`src/rtl/core/integer_to_text_formatter_unit_assert.svh`:
```
// Assertion macros shared by the formatter modules.
`ifndef INTEGER_TO_TEXT_FORMATTER_UNIT_ASSERT_SVH
`define INTEGER_TO_TEXT_FORMATTER_UNIT_ASSERT_SVH

// Property checked on every rising clock edge outside reset.
`define ITF_ASSERT(lbl, clk, rst_n, prop, msg) \
    lbl: assert property (@(posedge clk) disable iff (!rst_n) prop) else $error(msg);

// Condition that must never hold outside reset.
`define ITF_ASSERT_NEVER(lbl, clk, rst_n, cond, msg) \
    lbl: assert property (@(posedge clk) disable iff (!rst_n) !(cond)) else $error(msg);

`endif

```
`src/rtl/core/itf_pkg.sv`:
```
package itf_pkg;

    localparam int MAX_DIGITS = 64;
    localparam int VAL_W      = 64;
    localparam int MIN_W      = 6;
    localparam int CHAR_W     = 7;
    localparam int DEC_DIGITS = 20;
    localparam int BCD_W      = DEC_DIGITS * 4;
    localparam int CNT_W      = $clog2(MAX_DIGITS + 1);
    localparam int NDIG_W     = $clog2(DEC_DIGITS + 1);
    localparam int DIDX_W     = $clog2(DEC_DIGITS);
    localparam int CONV_STEPS = VAL_W / 2;
    localparam int STEP_W     = $clog2(CONV_STEPS);

    localparam logic [CHAR_W-1:0] CH_MINUS = 7'h2D;
    localparam logic [CHAR_W-1:0] CH_PLUS  = 7'h2B;
    localparam logic [CHAR_W-1:0] CH_SPACE = 7'h20;
    localparam logic [CHAR_W-1:0] CH_ZERO  = 7'h30;
    localparam logic [CHAR_W-1:0] CH_A     = 7'h41;

    localparam logic [1:0] PLUS_NONE  = 2'd0;
    localparam logic [1:0] PLUS_PLUS  = 2'd1;
    localparam logic [1:0] PLUS_SPACE = 2'd2;

    typedef struct packed {
        logic [VAL_W-1:0] value;
        logic             is_signed;
        logic             radix_hex;
        logic [MIN_W-1:0] min_digits;
        logic             pad_zero;
        logic [1:0]       plus_mode;
        logic             sign_left;
    } t_in_beat;

    typedef struct packed {
        logic [CHAR_W-1:0] char_code;
        logic              last_char;
    } t_out_beat;

    typedef struct packed {
        logic load;
        logic conv;
        logic count;
        logic emit;
    } t_cmd;

    typedef struct packed {
        logic in_hex;
        logic conv_done;
        logic emit_done;
    } t_sts;

endpackage

```
`src/rtl/core/itf_datapath.sv`:
```
`include "integer_to_text_formatter_unit_assert.svh"

module itf_datapath (
    input  logic              i_clk,
    input  logic              i_rst_n,
    input  itf_pkg::t_in_beat i_in_data,
    input  itf_pkg::t_cmd     i_cmd,
    output itf_pkg::t_sts     o_sts,
    input  logic              i_out_stall,
    output logic              o_out_valid,
    output itf_pkg::t_out_beat o_out_data
);
    import itf_pkg::*;

    logic [BCD_W-1:0]  r_bcd;
    logic [VAL_W-1:0]  r_mag;
    logic [STEP_W-1:0] r_step;
    logic              r_pad_zero;
    logic              r_sign_left;
    logic              r_has_sign;
    logic [CHAR_W-1:0] r_sign_ch;
    logic [CNT_W-1:0]  r_min;
    logic [NDIG_W-1:0] r_ndig;
    logic [CNT_W-1:0]  r_pad;
    logic [CNT_W-1:0]  r_total;
    logic [CNT_W-1:0]  r_pos;
    logic [DIDX_W-1:0] r_didx;
    logic              r_ov;
    t_out_beat         r_out;

    // one shift-add-3 step: adjust every digit, then shift in one bit
    function automatic logic [BCD_W-1:0] dabble(input logic [BCD_W-1:0] b, input logic bit_in);
        logic [BCD_W-1:0] adj;
        adj = b;
        for (int i = 0; i < DEC_DIGITS; i++) begin
            if (b[i*4 +: 4] >= 4'd5) begin
                adj[i*4 +: 4] = b[i*4 +: 4] + 4'd3;
            end
        end
        return {adj[BCD_W-2:0], bit_in};
    endfunction

    function automatic logic [CHAR_W-1:0] glyph(input logic [3:0] d);
        if (d < 4'd10) begin
            return CH_ZERO + CHAR_W'(d);
        end
        return CH_A + CHAR_W'(d - 4'd10);
    endfunction

    // load
    logic              w_neg;
    logic [VAL_W-1:0]  w_mag;
    logic [CNT_W-1:0]  w_min_ext;
    logic [CNT_W-1:0]  w_min_c;
    logic [CHAR_W-1:0] w_sign_ch;
    logic              w_has_sign;

    assign w_neg     = i_in_data.is_signed & i_in_data.value[VAL_W-1];
    assign w_mag     = w_neg ? (~i_in_data.value + 1'b1) : i_in_data.value;
    assign w_min_ext = CNT_W'(i_in_data.min_digits);
    assign w_min_c   = (w_min_ext > CNT_W'(MAX_DIGITS - 1)) ? CNT_W'(MAX_DIGITS - 1) : w_min_ext;

    always_comb begin
        w_has_sign = 1'b1;
        w_sign_ch  = CH_MINUS;
        if (!w_neg) begin
            case (i_in_data.plus_mode)
                PLUS_PLUS:  w_sign_ch = CH_PLUS;
                PLUS_SPACE: w_sign_ch = CH_SPACE;
                default: begin
                    w_sign_ch  = CH_SPACE;
                    w_has_sign = 1'b0;
                end
            endcase
        end
    end

    // conversion
    logic [BCD_W-1:0] w_bcd1;
    logic [BCD_W-1:0] w_bcd2;

    assign w_bcd1 = dabble(r_bcd, r_mag[VAL_W-1]);
    assign w_bcd2 = dabble(w_bcd1, r_mag[VAL_W-2]);

    // digit count
    logic [NDIG_W-1:0] w_ndig;
    logic [CNT_W-1:0]  w_ndig_ext;
    logic [CNT_W-1:0]  w_body;
    logic [CNT_W:0]    w_sum;
    logic [CNT_W-1:0]  w_total;

    always_comb begin
        w_ndig = NDIG_W'(1);
        for (int i = 0; i < DEC_DIGITS; i++) begin
            if (r_bcd[i*4 +: 4] != 4'd0) begin
                w_ndig = NDIG_W'(i + 1);
            end
        end
    end

    assign w_ndig_ext = CNT_W'(w_ndig);
    assign w_body     = (r_min > w_ndig_ext) ? r_min : w_ndig_ext;
    assign w_sum      = {1'b0, w_body} + (CNT_W + 1)'(r_has_sign);
    assign w_total    = (w_sum > (CNT_W + 1)'(MAX_DIGITS)) ? CNT_W'(MAX_DIGITS)
                                                           : w_sum[CNT_W-1:0];

    // emission
    logic              w_free;
    logic              w_fire;
    logic [CNT_W-1:0]  w_dstart;
    logic              w_is_digit;
    logic              w_is_sign;
    logic              w_last;
    logic [CHAR_W-1:0] w_char;

    assign w_free     = !r_ov || !i_out_stall;
    assign w_fire     = i_cmd.emit && w_free;
    assign w_dstart   = r_pad + CNT_W'(r_has_sign);
    assign w_is_digit = (r_pos >= w_dstart);
    assign w_is_sign  = r_has_sign && (r_sign_left ? (r_pos == '0) : (r_pos == r_pad));
    assign w_last     = (r_pos == r_total - 1'b1);

    always_comb begin
        if (w_is_digit) begin
            w_char = glyph(r_bcd[{r_didx, 2'b00} +: 4]);
        end else if (w_is_sign) begin
            w_char = r_sign_ch;
        end else begin
            w_char = r_pad_zero ? CH_ZERO : CH_SPACE;
        end
    end

    always_ff @(posedge i_clk) begin
        if (i_cmd.load) begin
            r_pad_zero  <= i_in_data.pad_zero;
            r_sign_left <= i_in_data.sign_left;
            r_has_sign  <= w_has_sign;
            r_sign_ch   <= w_sign_ch;
            r_min       <= w_min_c;
            r_mag       <= w_mag;
            r_step      <= '0;
            r_bcd       <= i_in_data.radix_hex ? BCD_W'(w_mag) : '0;
        end
        if (i_cmd.conv) begin
            r_bcd  <= w_bcd2;
            r_mag  <= {r_mag[VAL_W-3:0], 2'b00};
            r_step <= r_step + 1'b1;
        end
        if (i_cmd.count) begin
            r_ndig  <= w_ndig;
            r_pad   <= (r_min > w_ndig_ext) ? (r_min - w_ndig_ext) : '0;
            r_total <= w_total;
            r_pos   <= '0;
            r_didx  <= DIDX_W'(w_ndig - 1'b1);
        end
        if (w_fire) begin
            r_pos <= r_pos + 1'b1;
            if (w_is_digit && r_didx != '0) begin
                r_didx <= r_didx - 1'b1;
            end
            r_out.char_code <= w_char;
            r_out.last_char <= w_last;
        end
    end

    always_ff @(posedge i_clk) begin
        if (!i_rst_n) begin
            r_ov <= 1'b0;
        end else if (w_fire) begin
            r_ov <= 1'b1;
        end else if (!i_out_stall) begin
            r_ov <= 1'b0;
        end
    end

    assign o_sts.in_hex    = i_in_data.radix_hex;
    assign o_sts.conv_done = (r_step == STEP_W'(CONV_STEPS - 1));
    assign o_sts.emit_done = w_fire && w_last;
    assign o_out_valid     = r_ov;
    assign o_out_data      = r_out;

    `ITF_ASSERT(a_digit_in_range, i_clk, i_rst_n,
        (w_fire && w_is_digit) |-> (NDIG_W'(r_didx) < r_ndig), "digit index past digit count")
    `ITF_ASSERT(a_ndig_valid, i_clk, i_rst_n,
        i_cmd.count |=> (r_ndig != '0 && r_ndig <= NDIG_W'(DEC_DIGITS)), "bad digit count")
    `ITF_ASSERT(a_out_hold, i_clk, i_rst_n,
        (r_ov && i_out_stall) |=> (r_ov && $stable(r_out)), "stalled beat changed")

endmodule

```
`src/rtl/core/itf_controller.sv`:
```
`include "integer_to_text_formatter_unit_assert.svh"

module itf_controller (
    input  logic          i_clk,
    input  logic          i_rst_n,
    input  logic          i_in_valid,
    output logic          o_in_stall,
    input  itf_pkg::t_sts i_sts,
    output itf_pkg::t_cmd o_cmd
);
    import itf_pkg::*;

    localparam logic [1:0] S_IDLE  = 2'd0;
    localparam logic [1:0] S_CONV  = 2'd1;
    localparam logic [1:0] S_COUNT = 2'd2;
    localparam logic [1:0] S_EMIT  = 2'd3;

    logic [1:0] r_state;
    logic [1:0] n_state;

    always_comb begin
        n_state = r_state;
        unique case (r_state)
            S_IDLE: begin
                if (i_in_valid) begin
                    n_state = i_sts.in_hex ? S_COUNT : S_CONV;
                end
            end
            S_CONV: begin
                if (i_sts.conv_done) begin
                    n_state = S_COUNT;
                end
            end
            S_COUNT: begin
                n_state = S_EMIT;
            end
            S_EMIT: begin
                if (i_sts.emit_done) begin
                    n_state = S_IDLE;
                end
            end
            default: begin
                n_state = S_IDLE;
            end
        endcase
    end

    always_ff @(posedge i_clk) begin
        if (!i_rst_n) begin
            r_state <= S_IDLE;
        end else begin
            r_state <= n_state;
        end
    end

    // no beat is taken while reset is held
    assign o_in_stall  = !i_rst_n || (r_state != S_IDLE);
    assign o_cmd.load  = !o_in_stall && i_in_valid;
    assign o_cmd.conv  = (r_state == S_CONV);
    assign o_cmd.count = (r_state == S_COUNT);
    assign o_cmd.emit  = (r_state == S_EMIT);

    `ITF_ASSERT(a_load_next, i_clk, i_rst_n,
        o_cmd.load |=> (r_state == S_CONV || r_state == S_COUNT), "load did not start work")
    `ITF_ASSERT(a_done_idle, i_clk, i_rst_n,
        (o_cmd.emit && i_sts.emit_done) |=> (r_state == S_IDLE), "no return after last beat")
    `ITF_ASSERT_NEVER(a_emit_done_stray, i_clk, i_rst_n,
        i_sts.emit_done && !o_cmd.emit, "last beat outside emit")

endmodule

```
`src/rtl/core/integer_to_text_formatter_unit.sv`:
```
// Channel   Direction  Handshake               Payload
// in        input      i_in_valid / o_in_stall  i_in_data  (itf_pkg::t_in_beat)
// out       output     o_out_valid / i_out_stall o_out_data (itf_pkg::t_out_beat)
//
// One number at a time. Decimal: accept, conversion (shift-add-3, two bits per cycle),
// digit count, then one character per cycle while the output is not stalled; hex skips
// conversion. Each number emits N characters, N from 1 to 64.
// Synchronous active-low reset clears the controller and the output valid.
// A stall while a character is valid holds the character register and pauses emission;
// input is taken only when idle and out of reset.
module integer_to_text_formatter_unit (
    input  logic               i_clk,
    input  logic               i_rst_n,
    input  logic               i_in_valid,
    output logic               o_in_stall,
    input  itf_pkg::t_in_beat  i_in_data,
    output logic               o_out_valid,
    input  logic               i_out_stall,
    output itf_pkg::t_out_beat o_out_data
);
    import itf_pkg::*;

    t_cmd w_cmd;
    t_sts w_sts;

    itf_controller u_ctrl (
        .i_clk      (i_clk),
        .i_rst_n    (i_rst_n),
        .i_in_valid (i_in_valid),
        .o_in_stall (o_in_stall),
        .i_sts      (w_sts),
        .o_cmd      (w_cmd)
    );

    itf_datapath u_dp (
        .i_clk       (i_clk),
        .i_rst_n     (i_rst_n),
        .i_in_data   (i_in_data),
        .i_cmd       (w_cmd),
        .o_sts       (w_sts),
        .i_out_stall (i_out_stall),
        .o_out_valid (o_out_valid),
        .o_out_data  (o_out_data)
    );

endmodule

```
`config.mk`:
```
export PLATFORM = sky130hd
export DESIGN_NAME = integer_to_text_formatter_unit
export DESIGN_NICKNAME = d
export VERILOG_FILES = /design/src/rtl/core/itf_pkg.sv /design/src/rtl/core/itf_datapath.sv /design/src/rtl/core/itf_controller.sv /design/src/rtl/core/integer_to_text_formatter_unit.sv
export VERILOG_INCLUDE_DIRS = /design/src /design/src/rtl/core
export SDC_FILE = /design/constraint.sdc
export NUM_CORES = 1
export LEC_CHECK = 0
export ABC_AREA = 1
export BUFFER_PORTS_ARGS = -buffer_cell sky130_fd_sc_hd__buf_4
export CAP_MARGIN = 5
export CORE_MARGIN = 2
export CORE_UTILIZATION = 38
export DETAILED_ROUTE_END_ITERATION = 12
export RECOVER_POWER = 25
export SLEW_MARGIN = 40
export SYNTH_ARGS = -nofsm -noshare
export SYNTH_HDL_FRONTEND = slang
export SYNTH_SLANG_ARGS = --single-unit
```
`constraint.sdc`:
```
create_clock -name i_clk -period 5.2 [get_ports i_clk]
set_clock_uncertainty 0.15 [all_clocks]
set_input_delay 0.78 -clock i_clk [delete_from_list [all_inputs] [get_ports i_clk]]
set_output_delay 0.78 -clock i_clk [all_outputs]
set_load 0.005 [all_outputs]
```
Word level (Yosys, flattened, before mapping):

Cells that the tools add are included.

* add/subtract/negate cells: 52
* $lt $le $gt $ge: 45
* eq/ne operators: 12
* shifts and indexed selects: 1
* mux-type cells: 90
* bitwise operators: 2
* reductions and logical operators: 38

Operators by type and width (count)
* 2-to-1 mux 64 bit: 4
* 2-to-1 mux 4 bit: 47
* >= comparator 4 x 3 -> 1 bit, second input constant: 40
* 2-to-1 mux 80 bit: 2
* adder 4 x 2 -> 4 bit, second input constant: 38
* indexed part select 80 x 8 -> 4 bit: 1
* nonzero test 4 bit: 19
* adder 64 x 1 -> 64 bit, second input constant: 1
* NOT 64 bit: 1
* 2-to-1 mux 5 bit: 11
* 2-to-1 mux 7 bit: 7
* 2-to-1 mux 3 bit: 6
* equality test 7 bit: 2
* 2-to-1 mux 2 bit: 6
* subtractor 5 x 1 -> 5 bit, second input constant: 2
* adder 7 x 1 -> 8 bit: 1
* greater-than comparator 8 x 7 -> 1 bit, second input constant: 1
* case mux 2 bit (4 select lines): 1
* adder 6 x 4 -> 7 bit, first input constant: 1
* adder 7 x 1 -> 7 bit: 1
* adder 7 x 1 -> 7 bit, second input constant: 1
* adder 7 bit, first input constant: 1
* >= comparator 7 bit: 1
* greater-than comparator 7 x 5 -> 1 bit: 1
* other kinds (23): 44

* bits in registers: 203
* bits of input ports: 80
* word-level logic and storage cells: 258

Depth between registers and ports, before layout:

* depth in word-level cells: 24
* depth in mapped cells: 39
* mapped depth without buffers: 39

By module:

From an unflattened synthesis, not the netlist that was laid out.

* cells, all modules: 2049
* area total of the unflattened synthesis: 15825.2 µm²

Modules (own cells, without submodules)
* itf_datapath: times used 1, cells an instance 2019, area an instance 15610.0 µm², seq. area each 5805.6 µm²
* itf_controller: times used 1, cells an instance 30, area an instance 215.2 µm², seq. area each 40.0 µm²

Worst setup path after synthesis:

No wires, ideal clock.

* path type: reg2reg
* start: register u_ctrl.r_state[1]
* end: register u_dp.r_bcd[0], enable pin
* setup time: 1249 ps
* arrival time: 3481 ps
* setup slack: 321 ps
* cell stages (with the launch flop): 6
* cell sequence: dfxtp_1 > inv_1 > ha_1 > inv_1 > clkbuf_1 > nand2_1

* longest elaborated chain between the ends: 5

Ends and longest elaborated chain
* start: declaration: RTL line itf_controller.sv:18 `logic [1:0] r_state;`
* start signal: assignment: RTL line itf_controller.sv:52 `r_state <= n_state;`
* nonzero test 2 bit: RTL line itf_controller.sv:57 `assign o_in_stall = !i_rst_n || (r_state != S_IDLE);`
* logical OR 1 bit: RTL line itf_controller.sv:57
* zero test 1 bit: RTL line itf_controller.sv:58 `assign o_cmd.load = !o_in_stall && i_in_valid;`
* logical AND 1 bit: RTL line itf_controller.sv:58
* nonzero test 2 bit (no line) *
* end signal: assignment: RTL line itf_datapath.sv:142 `r_bcd <= i_in_data.radix_hex ? BCD_W'(w_mag) : '0;`
* end signal: assignment: RTL line itf_datapath.sv:145 `r_bcd <= w_bcd2;`
* end: declaration: RTL line itf_datapath.sv:15 `logic [BCD_W-1:0] r_bcd;`

Mark *: on every way between the ends. The rest lies on a longest branch, timed or not.
A chain may end at the register's enable or synchronous reset.

Worst setup path after layout:

* start: input i_in_data[11] (netlist name)
* end: register u_dp.r_mag[62], data pin

* longest elaborated chain between the ends: 4

Ends and longest elaborated chain
* start: declaration: RTL line integer_to_text_formatter_unit.sv:16 `input itf_pkg::t_in_beat i_in_data,`
* AND 1 bit: RTL line itf_datapath.sv:58 `assign w_neg = i_in_data.is_signed & i_in_data.value[VAL_W-1];`
* 2-to-1 mux 64 bit: RTL line itf_datapath.sv:59 `assign w_mag = w_neg ? (~i_in_data.value + 1'b1) : i_in_data.value;`
* 2-to-1 mux 64 bit: RTL line itf_datapath.sv:134 `if (i_cmd.load) begin`
* 2-to-1 mux 64 bit: RTL line itf_datapath.sv:144 `if (i_cmd.conv) begin`
* end signal: assignment: RTL line itf_datapath.sv:140 `r_mag <= w_mag;`
* end signal: assignment: RTL line itf_datapath.sv:146 `r_mag <= {r_mag[VAL_W-3:0], 2'b00};`
* end: declaration: RTL line itf_datapath.sv:16 `logic [VAL_W-1:0] r_mag;`

No other way between the ends. The select of a mux whose other input is x is not followed.

==> flow_summary.toml <==
[yosys]
yosysMostFrequentCell = "inv_1"
yosysTopAreaCellShare_pct = 35.89
postSynthCellCount = 2025
ys_seq_area_share_pct = 37.16
netlist_area_um2 = 15730
synth_enable_flop_cells = 188
synth_common_cells = "inv_1 (339), nand2_1 (324), o21ai_0 (285)"
ys_dominant_reg_cell = "edfxtp_1"
ys_seq_elements = 198
syn_avg_cell_area_um2 = 7.768
yosysWarnings = 0
synthArstFlopShare_pct = 0
synthesis.nets = 2222
yosys.cell_types.count = 51
synth_area_leaders = "edfxtp_1 (36%), ha_1 (9.2%), o21ai_0 (9.1%), inv_1 (8.1%), nand2_1 (7.7%)"
synth_top_cell_by_area = "edfxtp_1"

[timing]
setup_violations = 0
drv_slew = 139
fmax_mhz = 201.1
fin_setup_tns_ns = 0
worst-slew-pin-transition_ns = 2.589
fin_crit_sh_pct = 95.61
timing.final.hold_violations = 0
relSlewSlack_pct = -72.60
finalCriticalPeriod_ns = 4.971
rsz0062_at_grt = "false"

[final_layout]
fin_cells = 2634
layout-drive-gt1-share_pct = 8.896
num-fill-cells = 4075
fin_util_pct = 42.92
diodes = 0
regArea_um2 = 5846
syn_to_final_growth_pct = 11.41
nets = 2286
multiInputGateArea_um2 = 8381

[cts]
cts_buffer_depth = 2
cts_tree = "done"
worst_setup_hold_path_clk_slew_ns = 0.08
cts_made_buffers = 17
cts_sinks = 198
cts_max_level = 4
worstSkewPairLatency_ns = 0.47
cts_root_buf = "clkbuf_16"
postCtsHoldBufs = 0

[die]
die_area_um2 = 43040
rows = 74
start_util_pct = 38.52
die_x_um = 207.5
coreArea_um2 = 40830
io_pins = 90
die_h_um = 207.5

[global_route]
track_usage_pct = 19.07
antenna_found_initial = 1
gr-usage-met1_pct = 25.59
grt_pass1_vias = 13150
top_usage_layer = "met2"
grt_remaining_overflow = 0
grtUsageMet3_pct = 2.451
grt_first_pass_wirelength_mm = 66.12
grt_max_degree = 81
use_met2_pct = 31.32

[routing]
totalWireLength_mm = 41.22
via_per_inst = 5.207
drc = 0
drtIter0Drc = 865
num_vias = 13710
antenna_left = 0
drtPass1Iterations = 5
wl_per_cell_um = 15.65

[worst_setup_path]
worst-endpoint-required_ns = 5.24
cp.arrival_ns = 5.01
crit_buf_inv = 4
crit_type = "input port to register"
r2r_cells = 5
crit_family = "buffers and inverters"
r2r_start = "u_ctrl.r_state[1]"
cpPeakStageDelay_ns = 1.32
crit_slowest_cell = "clkbuf_1"
worst_r2r_endpoint = "u_dp.r_bcd[15]"
startpoint_type = "input port"
crit_chain = "clkbuf_4 > nand2_1 > clkbuf_1 > inv_1 > clkbuf_1 > o31ai_4 > o21ai_2 > a21oi_2 > o21ai_2 > a21oi_2 > xor2_1 > o21ai_1"
end_kind = "register"
r2r_slack_ns = 0.54
critPathMaxFanout = 40

[place]
port_buffers = 89
hpwl_mm = 31.37
dp_cells = 2601
routabilityCongestion = 0.9338

[hold_path]
hp-start = "u_dp.o_out_valid"
hold_path.class = "register to register"
hold-path-endpoint = "u_dp.o_out_valid"
hold-path-cell-count = 2

[job]
maxCapViolations = 3

[power]
power_mw = 9.753
peakVddDrop_uv = 265.5
power-per-cell-area_nw_per_um2 = 556.5
power.leakage_nw = 7.537

[run_status]
status = "finished, violations left"
failed_checks = "max-capacitance violations, max-slew violations"
[metal layers]
layer	vias to the layer above	part of all wire, %	wire [µm]
met5	-	0	0
met4	0	2.9	1180
met3	62	4.4	1828
met2	321	46	19100
met1	6405	46	19120
li1	6926	-	-
[power by group]
part	internal (mW)	total (mW)	leakage, nW	switching (mW)
logic	1.78	5.40	5.37	3.62
clock network	0.633	1.32	0.275	0.685
registers	2.62	3.03	1.89	0.410
[timing repair]
action	4_1_cts	5_1_grt
setup endpoints to repair	0	4
gates resized for setup	0	5
buffers inserted	0	1
[worst max-delay path by stage]
stage / start / to / slack, ns / depth (start not counted)
2_1_floorplan: u_ctrl.r_state[1] / u_dp.r_bcd[0] / 0.32 / 5
3_3_place_gp: u_dp.r_bcd[8] / u_dp.r_total[3] / 0.53 / 39
3_5_place_dp: u_dp.r_bcd[8] / u_dp.r_total[3] / 0.34 / 38
4_1_cts: u_dp.r_bcd[8] / u_dp.r_total[3] / 0.29 / 38
5_1_grt: u_dp.r_bcd[8] / u_dp.r_total[5] / 0.03 / 39
6_report: i_in_data[11] / u_dp.r_mag[62] / 0.23 / 12
[through the flow]
stage                     hold WS (ns)  worst slack (ns)  area, µm²
after global routing            0.3430           0.02956      17520
after detailed placement        0.3257            0.3365      16980
final                           0.3300            0.2285      17520
after CTS                       0.3095            0.2912      17540
after floorplan                 0.3082            0.3205      15730
after global placement          0.3157            0.5334      16970
[tightest hold or removal path: stages (launching register included)]
cell and delay, ns:
dfxtp_1 0.31, nand2_1 0.07, a21oi_1 0.06
[layout make-up]
type,instances,share of cell area [%]
clock buffers,17,2.428
clock inverters,15,0.7782
multi-input cells,1423,47.82
flip-flops and latches,198,33.36
inverters,345,7.390
well taps,532,3.798
repair buffers,104,4.427
[state kept, by name, indices dropped and copies added, names as in the netlist, 3 cells and up]
register,count
u_dp.r_pad,7
u_dp.r_sign_ch,3
u_dp.r_total,7
u_dp.r_step,5
u_dp.r_didx,5
u_dp.r_min,6
u_dp.o_out_data,8
u_dp.r_bcd,80
u_dp.r_mag,64
u_dp.r_pos,7
[layout by cell type (no fill, tap or decap), drive strengths merged, types with 41 or more instances in the layout]
master	count
ha	116
nand3	71
clkbuf	41
nand2	328
xor2	95
edfxtp	188
inv	353
a21oi	150
buf	80
nor2	147
o21ai	303
[logic make-up (layout without fill, tap and decap cells)]
group	count (synthesis)	after routing	share of synthesized area, %
adder cells (fa/ha/maj)	117	117	9.354
AND/OR/NAND/NOR	633	633	17.44
XOR/XNOR	127	127	7.071
AO/OA/AOI/OAI	546	546	19.25
flip-flops	198	198	37.16
buffers and inverters	404	481	9.720
Power figures use the tool's default switching activity.
